<file path="src/design/id3_pkg.sv">
`default_nettype none
package id3_pkg;

    localparam int WinLen = 16;

    localparam logic [1:0] KIND_TEXT  = 2'd0;
    localparam logic [1:0] KIND_PIC   = 2'd1;
    localparam logic [1:0] KIND_DONE  = 2'd2;
    localparam logic [1:0] KIND_NOTAG = 2'd3;

    localparam logic [1:0] PH_HEADER  = 2'd0;
    localparam logic [1:0] PH_FHDR    = 2'd1;
    localparam logic [1:0] PH_PAYLOAD = 2'd2;
    localparam logic [1:0] PH_IDLE    = 2'd3;

    localparam logic [3:0] FIELD_PIC  = 4'd8;
    localparam logic [3:0] FIELD_NONE = 4'd15;

    // search limits for signature starts
    localparam logic [27:0] JPEG_K_MIN = 28'd2;
    localparam logic [27:0] JPEG_K_MAX = 28'd21;
    localparam logic [27:0] PNG_K_MIN  = 28'd15;
    localparam logic [27:0] PNG_K_MAX  = 28'd34;
    localparam logic [27:0] PNG_K_REP  = 28'd21;

    localparam logic [7:0] PNG_SIG [WinLen] = '{
        8'h89, 8'h50, 8'h4E, 8'h47, 8'h0D, 8'h0A, 8'h1A, 8'h0A,
        8'h00, 8'h00, 8'h00, 8'h0D, 8'h49, 8'h48, 8'h44, 8'h52};

    localparam logic [31:0] IDS_V22 [9] = '{
        32'h00545031, 32'h00545432, 32'h0054414C, 32'h0054524B, 32'h00545945,
        32'h00544C45, 32'h00434F4D, 32'h0054434F, 32'h00504943};
    localparam logic [31:0] IDS_V23 [9] = '{
        32'h54504531, 32'h54495432, 32'h54414C42, 32'h5452434B, 32'h54594552,
        32'h544C454E, 32'h434F4D4D, 32'h54434F4E, 32'h41504943};

    typedef struct packed {
        logic [1:0]  kind;
        logic [2:0]  field_code;
        logic [7:0]  text_byte;
        logic [2:0]  version;
        logic        picture_type;
        logic [28:0] picture_offset;
        logic [27:0] picture_length;
        logic        last;
    } t_res;

    typedef struct packed {
        logic [1:0] cnt;
        t_res       res_a;
        t_res       res_b;
    } t_push;

    function automatic logic [3:0] classify(input logic [31:0] ident, input logic is_v22);
        logic [3:0] code;
        code = FIELD_NONE;
        for (int i = 8; i >= 0; i--) begin
            if ((is_v22 ? IDS_V22[i] : IDS_V23[i]) == ident) begin
                code = 4'(i);
            end
        end
        return code;
    endfunction

    function automatic t_res mk_res(input logic [1:0] kind, input logic [2:0] code,
                                    input logic [7:0] tb, input logic [2:0] ver,
                                    input logic ptype, input logic [28:0] off,
                                    input logic [27:0] len);
        t_res r;
        r.kind           = kind;
        r.field_code     = code;
        r.text_byte      = tb;
        r.version        = (kind == KIND_NOTAG) ? 3'd0 : ver;
        r.picture_type   = ptype;
        r.picture_offset = off;
        r.picture_length = len;
        r.last           = 1'b0;
        return r;
    endfunction

endpackage
`default_nettype wire

</file>
<file path="src/design/id3v2_frame_parser_top.sv">
// A byte is registered on acceptance, and its results are written into the
// result queue before they are presented on the master side.
// Throughput: one byte per cycle while the result queue has space; a byte yields
// up to two results, drained one per cycle while the master is ready, through a four-entry result queue.
// Reset: synchronous, active low; parser returns to awaiting the tag header,
// queue is emptied.
`default_nettype none
module id3v2_frame_parser_top
    import id3_pkg::*;
(
    input  wire logic        i_clk,
    input  wire logic        i_rst_n,
    input  wire logic        s_axis_tvalid,
    output logic             s_axis_tready,
    input  wire logic [7:0]  s_axis_tdata,   // data_byte
    input  wire logic        s_axis_tlast,   // end_of_file
    output logic             m_axis_tvalid,
    input  wire logic        m_axis_tready,
    // [2:0] field_code, [10:3] text_byte, [13:11] version, [14] picture_type,
    // [43:15] picture_offset, [71:44] picture_length
    output logic [71:0]      m_axis_tdata,
    output logic [1:0]       m_axis_tuser,   // kind
    output logic             m_axis_tlast    // last
);

    t_push w_push;
    logic  w_space;
    t_res  w_res;

    id3_parse u_parse (
        .i_clk   (i_clk),
        .i_rst_n (i_rst_n),
        .i_valid (s_axis_tvalid),
        .i_byte  (s_axis_tdata),
        .i_eof   (s_axis_tlast),
        .o_ready (s_axis_tready),
        .i_space (w_space),
        .o_push  (w_push)
    );

    id3_outq u_outq (
        .i_clk   (i_clk),
        .i_rst_n (i_rst_n),
        .i_push  (w_push),
        .o_space (w_space),
        .o_valid (m_axis_tvalid),
        .i_ready (m_axis_tready),
        .o_res   (w_res)
    );

    assign m_axis_tdata = {w_res.picture_length, w_res.picture_offset, w_res.picture_type,
                           w_res.version, w_res.text_byte, w_res.field_code};
    assign m_axis_tuser = w_res.kind;
    assign m_axis_tlast = w_res.last;

    a_push_space: assert property (@(posedge i_clk) disable iff (!i_rst_n)
        (w_push.cnt != 2'd0) |-> w_space)
        else $error("result request written without queue space");

    a_notag_ver: assert property (@(posedge i_clk) disable iff (!i_rst_n)
        (m_axis_tvalid && m_axis_tuser == KIND_NOTAG) |-> (m_axis_tdata[13:11] == 3'd0))
        else $error("no-tag result carries a version");

    a_text_only: assert property (@(posedge i_clk) disable iff (!i_rst_n)
        (m_axis_tvalid && m_axis_tuser != KIND_TEXT) |-> (m_axis_tdata[10:3] == 8'd0))
        else $error("text byte set on non-text result");

endmodule
`default_nettype wire

</file>
<file path="src/design/id3_parse.sv">
`default_nettype none
module id3_parse
    import id3_pkg::*;
(
    input  wire logic       i_clk,
    input  wire logic       i_rst_n,
    input  wire logic       i_valid,
    input  wire logic [7:0] i_byte,
    input  wire logic       i_eof,
    output logic            o_ready,
    input  wire logic       i_space,
    output t_push           o_push
);

    logic        r_in_valid;
    logic [7:0]  r_in_byte;
    logic        r_in_eof;

    logic [1:0]  r_phase, n_phase;
    logic [28:0] r_pos, n_pos;
    logic [27:0] r_trem, n_trem;
    logic [2:0]  r_mv, n_mv;
    logic [3:0]  r_hc, n_hc;
    logic [31:0] r_ident, n_ident;
    logic [31:0] r_fsize, n_fsize;
    logic [27:0] r_fleft, n_fleft;
    logic [3:0]  r_field, n_field;
    logic        r_mvalid, n_mvalid;
    logic [28:0] r_moff, n_moff;
    logic [7:0]  r_win [WinLen];
    logic [7:0]  n_win [WinLen];

    logic step;
    assign step    = r_in_valid && i_space;
    assign o_ready = !r_in_valid || i_space;

    always_comb begin
        logic [7:0]  b;
        logic        bad, stop, is2, png_ok, ending;
        logic [3:0]  idlen, hlen, hc1;
        logic [27:0] trem_d, idx, fl, k, skip;
        logic        v0, v1, v2;
        t_res        c0, c1, c2;
        b        = r_in_byte;
        n_phase  = r_phase;
        n_pos    = r_pos;
        n_trem   = r_trem;
        n_mv     = r_mv;
        n_hc     = r_hc;
        n_ident  = r_ident;
        n_fsize  = r_fsize;
        n_fleft  = r_fleft;
        n_field  = r_field;
        n_mvalid = r_mvalid;
        n_moff   = r_moff;
        n_win    = r_win;
        bad = 1'b0; stop = 1'b0; png_ok = 1'b0; ending = 1'b0;
        is2   = (r_mv == 3'd2);
        idlen = is2 ? 4'd3 : 4'd4;
        hlen  = is2 ? 4'd6 : 4'd10;
        hc1   = r_hc + 4'd1;
        trem_d = r_trem - 28'd1;
        idx   = r_fsize[27:0] - r_fleft;
        fl    = r_fleft - 28'd1;
        skip  = is2 ? 28'd6 : 28'd13;
        k     = idx - skip;
        v0 = 1'b0; v1 = 1'b0; v2 = 1'b0;
        c0 = '0; c1 = '0; c2 = '0;
        if (step) begin
            n_pos = r_pos + 29'd1;
            unique case (r_phase)
                PH_HEADER: begin
                    if (r_hc == 4'd0) begin
                        bad = (b != 8'h49);
                    end else if (r_hc == 4'd1) begin
                        bad = (b != 8'h44);
                    end else if (r_hc == 4'd2) begin
                        bad = (b != 8'h33);
                    end else if (r_hc == 4'd3) begin
                        if (b < 8'd2 || b > 8'd4) begin
                            bad = 1'b1;
                        end else begin
                            n_mv = b[2:0];
                        end
                    end else if (r_hc >= 4'd6) begin
                        n_trem = {r_trem[20:0], b[6:0]};
                    end
                    if (bad) begin
                        n_mv = 3'd0;
                        v1 = 1'b1;
                        c1 = mk_res(KIND_NOTAG, 3'd0, 8'd0, 3'd0, 1'b0, '0, '0);
                        n_phase = PH_IDLE;
                    end else if (r_hc == 4'd9) begin
                        n_hc = 4'd0;
                        n_ident = '0;
                        n_fsize = '0;
                        if (n_trem == 28'd0) begin
                            v1 = 1'b1;
                            c1 = mk_res(KIND_DONE, 3'd0, 8'd0, r_mv, 1'b0, '0, '0);
                            n_phase = PH_IDLE;
                        end else begin
                            n_phase = PH_FHDR;
                        end
                    end else begin
                        n_hc = hc1;
                    end
                end
                PH_FHDR: begin
                    n_trem = trem_d;
                    if (r_hc < idlen) begin
                        n_ident = {r_ident[23:0], b};
                        // zero in the first ID byte marks padding
                        if (r_hc == 4'd0 && b == 8'd0) begin
                            stop = 1'b1;
                        end
                    end else if (r_hc < {idlen[2:0], 1'b0}) begin
                        if (r_mv == 3'd4) begin
                            n_fsize = {r_fsize[24:0], b[6:0]};
                        end else begin
                            n_fsize = {r_fsize[23:0], b};
                        end
                    end
                    if (!stop) begin
                        if (hc1 >= hlen) begin
                            if (n_fsize == 32'd0 || n_fsize > {4'd0, trem_d}) begin
                                stop = 1'b1;
                            end else begin
                                n_fleft  = n_fsize[27:0];
                                n_field  = classify(n_ident, is2);
                                n_mvalid = 1'b0;
                                n_phase  = PH_PAYLOAD;
                                hc1 = 4'd0;
                            end
                        end else if (trem_d == 28'd0) begin
                            stop = 1'b1;
                        end
                    end
                    n_hc = hc1;
                    if (stop) begin
                        v1 = 1'b1;
                        c1 = mk_res(KIND_DONE, 3'd0, 8'd0, r_mv, 1'b0, '0, '0);
                        n_phase = PH_IDLE;
                    end
                end
                PH_PAYLOAD: begin
                    n_trem  = trem_d;
                    n_fleft = fl;
                    if (r_field < FIELD_PIC) begin
                        // drop the encoding byte and anything outside the printable range
                        if (idx != 28'd0 && b >= 8'h20 && b <= 8'hFD) begin
                            v0 = 1'b1;
                            c0 = mk_res(KIND_TEXT, r_field[2:0], b, r_mv, 1'b0, '0, '0);
                        end
                    end else if (r_field == FIELD_PIC) begin
                        if (idx >= skip) begin
                            ending = (fl == 28'd0) || r_in_eof;
                            for (int i = 0; i < WinLen - 1; i++) begin
                                n_win[i] = r_win[i + 1];
                            end
                            n_win[WinLen - 1] = b;
                            png_ok = 1'b1;
                            for (int i = 0; i < WinLen; i++) begin
                                if (n_win[i] != PNG_SIG[i]) begin
                                    png_ok = 1'b0;
                                end
                            end
                            if (k >= JPEG_K_MIN && k <= JPEG_K_MAX &&
                                n_win[WinLen - 3] == 8'hFF && n_win[WinLen - 2] == 8'hD8 &&
                                n_win[WinLen - 1] == 8'hFF) begin
                                n_field = FIELD_NONE;
                                v0 = 1'b1;
                                c0 = mk_res(KIND_PIC, 3'd0, 8'd0, r_mv, 1'b0,
                                            r_pos - 29'd2, fl + 28'd3);
                            end else begin
                                if (k >= PNG_K_MIN && k <= PNG_K_MAX && !r_mvalid && png_ok) begin
                                    n_mvalid = 1'b1;
                                    n_moff   = r_pos - 29'd15;
                                end
                                if ((k >= PNG_K_REP || ending) && n_mvalid) begin
                                    n_field = FIELD_NONE;
                                    v0 = 1'b1;
                                    c0 = mk_res(KIND_PIC, 3'd0, 8'd0, r_mv, 1'b1, n_moff,
                                                fl + 28'(r_pos - n_moff) + 28'd1);
                                end else if (ending || k >= PNG_K_MAX) begin
                                    n_field = FIELD_NONE;
                                end
                            end
                        end else if (fl == 28'd0) begin
                            n_field = FIELD_NONE;
                        end
                    end
                    if (fl == 28'd0) begin
                        n_phase = PH_FHDR;
                        n_hc    = 4'd0;
                        n_ident = '0;
                        n_fsize = '0;
                        n_field = FIELD_NONE;
                        if (trem_d == 28'd0) begin
                            v1 = 1'b1;
                            c1 = mk_res(KIND_DONE, 3'd0, 8'd0, r_mv, 1'b0, '0, '0);
                            n_phase = PH_IDLE;
                        end
                    end
                end
                default: begin
                end
            endcase
            if (r_in_eof) begin
                if (n_phase == PH_HEADER) begin
                    v2 = 1'b1;
                    c2 = mk_res(KIND_NOTAG, 3'd0, 8'd0, 3'd0, 1'b0, '0, '0);
                end else if (n_phase != PH_IDLE) begin
                    v2 = 1'b1;
                    c2 = mk_res(KIND_DONE, 3'd0, 8'd0, r_mv, 1'b0, '0, '0);
                end
                n_phase  = PH_HEADER;
                n_pos    = '0;
                n_trem   = '0;
                n_mv     = '0;
                n_hc     = '0;
                n_ident  = '0;
                n_fsize  = '0;
                n_fleft  = '0;
                n_field  = FIELD_NONE;
                n_mvalid = 1'b0;
                n_moff   = '0;
            end
        end
        // compact up to three candidates into two slots, in order
        o_push.cnt   = 2'(v0) + 2'(v1) + 2'(v2);
        o_push.res_a = v0 ? c0 : (v1 ? c1 : c2);
        o_push.res_b = (v0 && v1) ? c1 : c2;
        if (o_push.cnt == 2'd1) begin
            o_push.res_a.last = 1'b1;
        end
        if (o_push.cnt == 2'd2) begin
            o_push.res_b.last = 1'b1;
        end
    end

    always_ff @(posedge i_clk) begin
        if (!i_rst_n) begin
            r_in_valid <= 1'b0;
            r_phase    <= PH_HEADER;
            r_pos      <= '0;
            r_trem     <= '0;
            r_mv       <= '0;
            r_hc       <= '0;
            r_ident    <= '0;
            r_fsize    <= '0;
            r_fleft    <= '0;
            r_field    <= FIELD_NONE;
            r_mvalid   <= 1'b0;
            r_moff     <= '0;
        end else begin
            if (o_ready) begin
                r_in_valid <= i_valid;
            end
            r_phase  <= n_phase;
            r_pos    <= n_pos;
            r_trem   <= n_trem;
            r_mv     <= n_mv;
            r_hc     <= n_hc;
            r_ident  <= n_ident;
            r_fsize  <= n_fsize;
            r_fleft  <= n_fleft;
            r_field  <= n_field;
            r_mvalid <= n_mvalid;
            r_moff   <= n_moff;
        end
    end

    always_ff @(posedge i_clk) begin
        if (o_ready && i_valid) begin
            r_in_byte <= i_byte;
            r_in_eof  <= i_eof;
        end
        r_win <= n_win;
    end

endmodule
`default_nettype wire

</file>
<file path="src/design/id3_outq.sv">
`default_nettype none
module id3_outq
    import id3_pkg::*;
(
    input  wire logic i_clk,
    input  wire logic i_rst_n,
    input  wire t_push i_push,
    output logic      o_space,
    output logic      o_valid,
    input  wire logic i_ready,
    output t_res      o_res
);

    t_res       r_mem [4];
    logic [1:0] r_wp, r_rp;
    logic [2:0] r_cnt;
    logic       pop;

    assign pop     = o_valid && i_ready;
    assign o_valid = (r_cnt != 3'd0);
    assign o_space = (r_cnt <= 3'd2);
    assign o_res   = r_mem[r_rp];

    always_ff @(posedge i_clk) begin
        if (i_push.cnt != 2'd0) begin
            r_mem[r_wp] <= i_push.res_a;
        end
        if (i_push.cnt == 2'd2) begin
            r_mem[r_wp + 2'd1] <= i_push.res_b;
        end
    end

    always_ff @(posedge i_clk) begin
        if (!i_rst_n) begin
            r_wp  <= '0;
            r_rp  <= '0;
            r_cnt <= '0;
        end else begin
            r_wp  <= r_wp + i_push.cnt;
            r_rp  <= r_rp + 2'(pop);
            r_cnt <= r_cnt + 3'(i_push.cnt) - 3'(pop);
        end
    end

endmodule
`default_nettype wire

</file>
<file path="config.mk">
export PLATFORM = sky130hd
export DESIGN_NAME = id3v2_frame_parser_top
export DESIGN_NICKNAME = d
export VERILOG_FILES = /design/src/design/id3_pkg.sv /design/src/design/id3v2_frame_parser_top.sv /design/src/design/id3_parse.sv /design/src/design/id3_outq.sv
export SDC_FILE = /design/constraint.sdc
export NUM_CORES = 2
export LEC_CHECK = 0
export BUFFER_PORTS_ARGS = -buffer_cell sky130_fd_sc_hd__buf_2
export CORE_MARGIN = 2
export CORE_UTILIZATION = 24
export DETAILED_ROUTE_END_ITERATION = 16
export SYNTH_ARGS = -nofsm -noshare
export SYNTH_HDL_FRONTEND = slang
export SYNTH_SLANG_ARGS = --single-unit
export TNS_END_PERCENT = 100
</file>
<file path="constraint.sdc">
create_clock -name i_clk -period 13.45 [get_ports i_clk]
set_input_delay 0 -clock i_clk [delete_from_list [all_inputs] [get_ports i_clk]]
set_output_delay 0 -clock i_clk [all_outputs]
set_load 0.005 [all_outputs]
</file>
==> reports/qor.txt <==
Detailed Routing Iterations Pass 1: 7
maximum clock frequency: 0.104 GHz
register bit total from synthesis: 629
maximum VDD drop: 89.6 uV
largest net degree at the start of global routing: 85
Synth Instances: 4182
status: complete, no violations
sequential area share after synthesis: 0.385
core area: 152000 um^2
CP Launch Type: flip-flop
GR Layer Usage met1: 0.204
Yosys cell types: 108
clk_skew: 0.0338 ns
met2 Usage GRT: 0.238
hpwl dp: 84900 um
TritonCTS Buffers: 68
Final nets: 4310
Hold Crit Class: input pin to flip-flop
Skew-Pair Late Insertion Delay: 0.66 ns
die area: 156000 um^2
P_leak: 14.8 nW
busiest layer in global routing: met2
setup bufs post-CTS: 0
DR vias/cell: 5.09
min Tclk post-route: 9.58 ns
Sink Count: 629
average wire per standard cell: 19.3 um
DR vias: 31.7k
share of cells above drive strength 1: 0.105
RSZ-0062 raised after global routing: false
worst-margin pin slew: 1.19 ns
CTS root buf: clkbuf_16
clk buf depth: 3
die height: 395 um
final critical-path share of the clock period: 0.712
first-pass GRT wire length: 184000 um
hold_buf cts: 13
final hold vios: 0
top-count cell post-synth: dfxtp_1
Post-Route WL: 120000 um
Post-CTS Resized: 0
H-tree depth: 3
CP endpoint kind: flip-flop
Avg Cell Area, Syn: 8.77 um^2
M3 GR Usage: 0.0253
Starting Density: 0.241
Layout Utilization: 0.274
GRT Overall Usage: 0.149
max_slew headroom: 0.199
Crit path required time: 13.94 ns
Filler Cells Inserted: 16.1k
Synth top area share: 0.260
Synth Flop Type: dfxtp_1
Total Neg Setup Slack: 0 ns
critical path's slowest cell: dfxtp_1
max incr delay on CP: 0.74 ns
# DRC: 0
biggest area consumer among synthesized cells: dfxtp_1
Slew Limit Fails: 0
Synthesized Nets: 4341
asr flop ratio synth: 0
Area Growth Syn to Fin: 13.5%
setup violators final: 0
CTS tree: yes
die width: 395 um
number of global-route vias before repair: 29.9k
Rows: 143
Synth warnings: 0
mapped cell area: 36700 um^2
EDFF count, synth: 153
DR iter-0 viols: 2790
ranking of synthesized cells by area: dfxtp_1, edfxtp_1, mux4_2, o21ai_0, nand3_1
data arrival time of the worst path: 10.07 ns
most frequent cells after synthesis: dfxtp_1, nand2_1, o21ai_0, nand3_1, nor2_1
IO Port Bufs: 89
power density over the cells: 129 nW/um^2
total grt overflow: 0
initial antenna violation count: 2
Ant. Diodes: 0
Max-Cap Viols: 0
IO Pins: 90
r2r setup slk: 3.87 ns
critical path type: flip-flop to flip-flop
CTS clock-pin slew for the worst setup and hold paths: 0.06 ns
RD Place Congestion: 0.918
worst-path fanout max: 34
antenna viol nets, final: 0
==> through the flow <==
stage | area, um^2 | setup WS (ns) | hold slack, ns | std cells | power (W)
final | 41600 | 3.87 | 0.0775 | 6232 | 0.00539
after global routing | 41600 | 3.23 | 0.0658 | 6232 | 0.00563
after CTS | 41600 | 4.05 | 0.0294 | 6232 | 0.00541
after detailed placement | 39200 | 4.09 | 0.184 | 6098 | 0.00349
after global placement | 39200 | 4.17 | 0.181 | 6098 | 0.00349
after floorplan | 36700 | 4.13 | 0.0989 | 4182 | 0.00308
==> per-layer routing <==
metal | vias up | wire length, um
li1 | 15000 | -
met1 | 15400 | 54000
met2 | 1086 | 54600
met3 | 193 | 7870
met4 | 4 | 3780
met5 | - | 21
==> critical path: cells and delay by family, from the launching register on <==
family	cells	cell delay [ns]
compound gates	16	4.21
buf+inv	3	0.74
flops	1	0.74
xor+xnor	1	0.14
mux	1	0.34
simple gates	10	1.85
fa+ha+maj	4	1.37
==> path summary, 6_finish.rpt <==
path                                                          to  cells after the start                             from
worst max register to register  u_outq.r_mem[0][26]$_SDFFE_PP0P_                     35  u_parse.r_fleft[0]$_SDFFE_PN0P_
worst min-delay path                  u_parse.r_in_eof$_DFFE_PP_                      2                     s_axis_tlast
worst max-delay path            u_outq.r_mem[0][26]$_SDFFE_PP0P_                     35  u_parse.r_fleft[0]$_SDFFE_PN0P_
worst min register to register       u_parse.r_win[73]$_DFFE_PP_                      0      u_parse.r_win[65]$_DFFE_PP_
==> registers in the layout, summed over array words and instances, names as in the netlist <==
signal              flops
u_outq.r_mem          300
u_parse.r_win         120
u_parse.r_fsize        32
u_parse.r_ident        32
u_parse.r_moff         29
u_parse.r_pos          29
u_parse.r_fleft        28
u_parse.r_trem         28
u_parse.r_in_byte       8
u_parse.r_field         4
u_parse.r_hc            4
u_outq.r_cnt            3
u_parse.r_mv            3
u_outq.r_rp             2
u_outq.r_wp             2
u_parse.r_phase         2
u_parse.r_in_eof        1
u_parse.r_in_valid      1
u_parse.r_mvalid        1
==> cells by family after synthesis <==
logic type,share of synthesized area
flops,0.385
buf+inv,0.0522
compound gates,0.166
simple gates,0.222
mux,0.0698
fa+ha+maj,0.0562
xor+xnor,0.0490
==> report_power, final <==
part	total [W]	switching [W]	internal [W]
clock	0.00190	0.000825	0.00108
combinational	0.00147	0.000927	0.000542
sequential	0.00201	0.0000622	0.00195
==> cell type report <==
type | instances | area [um^2] | share of cell area
repair buffers | 180 | 1160 | 0.0280
clock buffers | 95 | 1980 | 0.0475
multi-input cells | 3062 | 20700 | 0.498
flip-flops and latches | 629 | 14100 | 0.340
well taps | 2030 | 2540 | 0.0610
inverters | 210 | 791 | 0.0190
clock inverters | 26 | 269 | 0.00646
==> placed cells by master (no fill, tap or decap), types with 31 or more instances in the layout <==
cell	n
o21ai_0	336
a22oi_1	32
nand3_1	302
xor2_1	43
edfxtp_1	153
xnor2_1	162
buf_2	88
nor2_1	268
nor2b_1	105
inv_1	201
clkbuf_16	71
a21boi_0	48
and2_1	38
fa_1	31
ha_1	115
nor3_1	128
a21oi_1	195
or3_1	59
nand4_1	59
dfxtp_1	474
and3_1	39
buf_4	79
a21o_1	33
mux2i_1	78
nand2_1	372
mux4_2	75
nor4_1	67
o211ai_1	44
Power figures use the tool's default switching activity.
